--- config.mk ---
export PLATFORM = sky130hd
export DESIGN_NAME = bmhq_cmp
export DESIGN_NICKNAME = d
export VERILOG_FILES = /design/src/rtl/bmhq_pkg.sv /design/src/rtl/bmhq_cmp.sv
export SDC_FILE = /design/constraint.sdc
export NUM_CORES = 1
export LEC_CHECK = 0
export BUFFER_PORTS_ARGS = -buffer_cell sky130_fd_sc_hd__buf_2
export CORE_UTILIZATION = 45
export DETAILED_ROUTE_END_ITERATION = 12
export PLACE_DENSITY_LB_ADDON = 0.3
export SLEW_MARGIN = 10
export SYNTH_ARGS = -nofsm -noshare
export SYNTH_HDL_FRONTEND = slang
export SYNTH_SLANG_ARGS = --single-unit
--- constraint.sdc ---
create_clock -name vclk -period 6.45
set_input_delay 1.29 -clock vclk [all_inputs]
set_output_delay 1.29 -clock vclk [all_outputs]
set_load 0.03 [all_outputs]
--- src/rtl/bmhq_pkg.sv ---
`default_nettype none

package bmhq_pkg;

   // Heap geometry
   localparam int CAPACITY = 1024;
   localparam int KEY_W    = 32;
   localparam int TAG_W    = 16;
   localparam int ADDR_W   = $clog2(CAPACITY);
   localparam int CNT_W    = $clog2(CAPACITY + 1);

   // Request kinds
   localparam logic FN_INSERT = 1'b0;
   localparam logic FN_POP    = 1'b1;

   // Response status codes
   localparam logic [1:0] ST_OK    = 2'd0;
   localparam logic [1:0] ST_EMPTY = 2'd1;
   localparam logic [1:0] ST_FULL  = 2'd2;

   typedef struct packed {
      logic [TAG_W-1:0] tag;
      logic [KEY_W-1:0] key;
   } entry_type;

   typedef struct packed {
      logic              wr_en;
      logic [ADDR_W-1:0] wr_addr;
      logic              rd_en;
      logic [ADDR_W-1:0] rd_addr;
   } mem_ctl_type;

endpackage

`default_nettype wire

--- src/rtl/bmhq_cmp.sv ---
`default_nettype none

module bmhq_cmp
   import bmhq_pkg::*;
(
   input  wire logic             max_first,
   input  wire logic [KEY_W-1:0] key_a,
   input  wire logic [KEY_W-1:0] key_b,
   output logic                  a_first
);

   // Strict ordering: equal keys never order first
   always_comb begin
      if (max_first) begin
         a_first = key_a > key_b;
      end else begin
         a_first = key_a < key_b;
      end
   end

endmodule

`default_nettype wire

# Yosys cells after proc, flatten, opt, wreduce, memory -nomap -nowiden
# Index checks and enable logic that the tools add are counted.
dict set report word_totals {
  wordCells 3
  reg_bits 0
  in_bits 65
  output_inout_bits 1
}
dict set report classes {
  magnitude_cmp 2
  muxes 1
}
# op count
set ops {}
lappend ops {{greater-than comparator 32 bit} 1}
lappend ops {{< comparator 32 bit} 1}
lappend ops {{two-way mux 1 bit} 1}

# Depth between registers and ports, before layout
# Gate-level depths: netlist of run 1.
dict set report logic_depth {
  ltp_word 2
  mapped_depth 8
  depth_no_buf 8
}

# Worst setup path before layout of run 1
# No wires, ideal clock.
dict set report synth_timing {
  kind {input to output}
  from {in key_b[30]}
  to {out a_first}
  cell_stages 8
  slack_ns 2.226
  arrival_ns 2.934
  t_required_ns 5.160
  path_buffers 0
  path_cell_list {inv_1 > ha_1 > a21oi_2 > nand2_1 > a221o_1 > a211oi_2 > o21ai_1 > mux2i_1}
}
dict set report synth_between {
  elab_chain_cells 2
  word_cells_on_any_way 3
  classes_between {order compare: 2; mux: 1}
}
# item line
set synth_rtl {}
lappend synth_rtl {{start, declared} bmhq_cmp.sv:8} ;# input wire logic [KEY_W-1:0] key_b,
lappend synth_rtl {{< comparator 32 bit or greater-than comparator 32 bit (tied branches)} {bmhq_cmp.sv:17, bmhq_cmp.sv:15}}
lappend synth_rtl {{two-way mux 1 bit *} bmhq_cmp.sv:14} ;# if (max_first) begin
lappend synth_rtl {{end, declared} bmhq_cmp.sv:9} ;# output logic a_first
# Mark *: on every way between the ends. The rest lies on a longest branch, timed or not.

# Worst setup path in the final report of run 1
dict set report layout_timing {
  from {in key_b[27]}
  to {out a_first}
}
# Same word-level chain as after synthesis.

==> results of run 1 <==
-- worst paths after layout --
| check | from | to | slack, ns |
|---|---|---|---|
| min | max_first | a_first | 2.91 |
| max | key_b[27] | a_first | 2.21 |
-- critical path, delay by kind of cell --
| family | cells | cell delay [ns] |
|---|---|---|
| buf+inv | 3 | 0.32 |
| mux | 1 | 0.20 |
| simple gates | 3 | 0.66 |
| fa+ha+maj | 1 | 0.30 |
| compound gates | 1 | 0.18 |
-- cells in the final DEF (no fill, tap or decap) --
cell type,instances
buf_2,66
inv_1,33
ha_1,32
a21oi_1,13
nand2_1,11
nand3_1,5
o21ai_0,5
nand4_1,4
nor2_1,4
nor4_1,2
a21o_1,2
a221o_1,2
a211oi_1,1
a21oi_2,1
a211oi_2,1
o21ai_1,1
mux2i_1,1
-- logic make-up after synthesis --
logic type	after synthesis	synth area share, %
adders and majority gates	32	49.3
buffers and inverters	33	15.3
and+or+nand+nor	26	14.6
AOI/OAI and AO/OA	26	19.6
muxes	1	1.23
-- per-layer routing --
metal	routed length (µm)	share of wire [%]	track usage, %
met5	0	0	0
met4	0	0	0
met3	90	4.8	0
met2	985	53	38.8
met1	792	42	21.9
-- power breakdown --
group / total (mW) / internal [mW] / switching, mW
Sequential: 0 / 0 / 0
Clock: 0 / 0 / 0
Combinational: 0.0656 / 0.0346 / 0.0310
-- cell type report --
cell class	count	area share [%]
Inverter	33	10.6
Multi-Input combinational cell	85	58.7
Tap cell	24	2.56
Timing Repair Buffer	66	28.2
-- cell usage after synthesis (all sizes together) --
cell	instances	area share, %
a211oi	2	2.5
a21o	2	1.8
a21oi	14	9.1
a221o	2	2.5
ha	32	49
inv	33	15
mux2i	1	1.2
nand2	11	5.1
nand3	5	3.1
nand4	4	3.1
nor2	4	1.8
nor4	2	1.5
o21ai	6	3.7
==> flow_summary.ini, run 1 <==
[status]
status = completed

[clock_network]
cts_hold_buf = 0
cts_resized = 0
cts_setup_buffers = 0

[global_route]
grt_overflow = 0
grt_pass1_wl_um = 2970
grt_pass1_vias = 856
grt_start_max_net_pins = 4
track_usage_pct = 18.6
grt_antenna_before_repair = 0

[setup_path]
crit_fanout = 3
critPathKind = input port to output pin
startpoint_type = input port
max_stage_delay_ns = 0.38
cpMostUsedCell = buf_2
crit_slowest_cell = nor4_1
end_kind = output pin
arrival_ns = 2.95
cp.required_ns = 5.16
crit_chain = buf_2 > inv_1 > ha_1 > nand4_1 > nor4_1 > nand2_1 > o21ai_1 > mux2i_1 > buf_2

[cells_and_area]
design.seq.count = 0
num-clock-buffers = 0
nFillCells = 134
final_util_pct = 73.5
fin_area_um2 = 1170
diodes = 0
multi_input_area_um2 = 688
drive_gt1_share_pct = 37.0
area_delta_synth_final_pct = 44.4
stdcell_count = 208
seqCellArea_um2 = 0
fin_nets = 283

[pwr]
vdd_drop_max_uv = 31.9
powerDensity_nw_per_um2 = 56.0
p_leak_nw = 0.776
power_mw = 0.0656

[timing]
fmax_ghz = 0.236
drv_slew = 0
setup_viol_count_final = 0
fin_crit_sh_pct = 65.8
period_minus_slack_ns = 4.24
rsz0062_at_grt = no
hold_violations = 0
setup_slack_ns = 2.21
worstMarginPinSlew_ns = 0.387
hold_ws_ns = 2.91
tns_ns = 0
relSlewSlack_pct = 74.0

[place]
place.port_buffers = 66
hpwl_um = 1830
dp_slack_ns = 2.21
place.gp.congestion = 0.664
dp.cells = 208
postPlaceCellArea_um2 = 1170

[detailed_routing]
routed_via_density = 4.76
wirelength_um = 1870
vias = 990
first_pass_iters = 4
wl_per_cell_um = 8.99
drt_first_iter_violations = 10
final_antenna_net_count = 0
drcViolationCount = 0

[floorplanning]
die_y_um = 44.5
start_util_pct = 50.9
core_um2 = 1590
die_area_um2 = 1980
die_w_um = 44.5
num_rows = 14
io_pins = 66

[min_path]
hp-class = input port to output pin
hold_depth = 3

[synthesis]
syn_nets = 215
syn_inst = 118
seq_area_frac_synth_pct = 0
yosysWarnings = 0
synth.avg_cell_area_um2 = 6.88
yosys.cell_types.count = 16
synthesis.area_um2 = 812

[run]
maxCapViolations = 0
Power figures use the tool's default switching activity.
==> inputs of run 2 (changes only) <==
Settings changed: CORE_UTILIZATION 45 to 38.
Clock period 6.45 ns to 3.5 ns, I/O delays scaled along.
==> flow_summary.ini, run 2 (synthesis results as in run 1) <==
[floorplanning]
io_pins = 66
die_area_um2 = 2330
num_rows = 16
core_um2 = 1980
die_y_um = 48.2
die_w_um = 48.2
start_util_pct = 41.0

[pwr]
seqPwrFrac_pct = 0
power_frac_comb_pct = 100.0
clockPowerShare_pct = 0
p_sw_share_pct = 47.2
intPower_mw = 0.0636
switchingPower_mw = 0.0568
p_leak_nw = 0.776
powerDensity_nw_per_um2 = 102
vdd_drop_max_uv = 46.1

[setup_path]
critPathKind = input port to output pin
crit_fanout = 3
arrival_ns = 2.38
cp.required_ns = 2.80
cp_top_family = simple AND/OR/NAND/NOR gates
crit_buf_inv = 3
max_stage_delay_ns = 0.41
crit_slowest_cell = nor4_1
startpoint_type = input port
startpoint = key_b[27]
end_kind = output pin
crit_chain = buf_2 > inv_1 > ha_1 > nand4_1 > nor4_1 > nand2_1 > o21ai_1 > mux2i_1 > buf_2
cpMostUsedCell = buf_2

[clock_network]
cts_hold_buf = 0
cts_setup_buffers = 0
cts_resized = 0

[detailed_routing]
drcViolationCount = 0
vias = 1014
first_pass_iters = 4
drt_first_iter_violations = 15
wl_per_cell_um = 9.41
wirelength_um = 1990
final_antenna_net_count = 0
routed_via_density = 4.81

[global_route]
track_usage_pct = 17.0
grt_overflow = 0
grt_start_max_net_pins = 4
grt_antenna_before_repair = 0
grt_pass1_vias = 921
grt_pass1_wl_um = 3000

[timing]
worstMarginPinSlew_ns = 0.420
relSlewSlack_pct = 71.7
rsz0062_at_grt = no
fmax_ghz = 0.325
period_minus_slack_ns = 3.08
drv_slew = 0
fin_crit_sh_pct = 87.9
setup_viol_count_final = 0
tns_ns = 0
hold_violations = 0

[status]
status = completed

[cells_and_area]
area_delta_synth_final_pct = 44.8
drive_gt1_share_pct = 37.0
num-clock-buffers = 0
final_util_pct = 59.3
fin_nets = 283
final_cell_mix = 66 x buf_2, 33 x inv_1, 32 x ha_1
seqCellArea_um2 = 0
layout_commonest_cell = buf_2
diodes = 0
design.seq.count = 0

[place]
hpwl_um = 1910
place.port_buffers = 66
place.gp.congestion = 0.804

[run]
maxCapViolations = 0

[min_path]
worstHoldStart = max_first
hp-class = input port to output pin
## run 2: cell counts in the layout (fill, tap and decap cells not counted)
Identical to the previous run, type by type.
## run 2: final timing paths
kind,end,slack (ns),cells after the start
worst max-delay path,a_first,0.42,9
worst min-delay path,a_first,1.74,3
## run 2: routing by layer
metal	GRT usage [%]	share of wire, %	vias to the layer above
met3	1.48	6.2	2
met1	17.4	39	436
met5	0	0	-
li1	-	-	537
met4	6.67	0.65	0
met2	34.7	54	39
## run 2: per-stage QoR
stage	total power, mW	setup slack (ns)	cells	instance area, µm²	hold WS, ns
final	0.120	0.424	211	1180	1.74
after global routing	0.140	0.264	211	1180	1.77
after CTS	0.122	0.421	211	1180	1.74
after detailed placement	0.122	0.421	211	1180	1.74
after global placement	0.116	0.455	211	1180	1.74
after floorplan	0.0687	0.456	118	812	1.60
## run 2: layout make-up
class / count / area [µm²]
tap: 27 / 33.8
fill: 215 / 806
inverter: 33 / 124
multi-input combinational: 85 / 688
timing repair buffer: 66 / 330
## run 2: power groups by stage
stage                     logic (mW)  clock network (mW)  registers, mW
after floorplan               0.0687                   0              0
after global placement         0.116                   0              0
after detailed placement       0.122                   0              0
after CTS                      0.122                   0              0
after global routing           0.140                   0              0
final                          0.120                   0              0
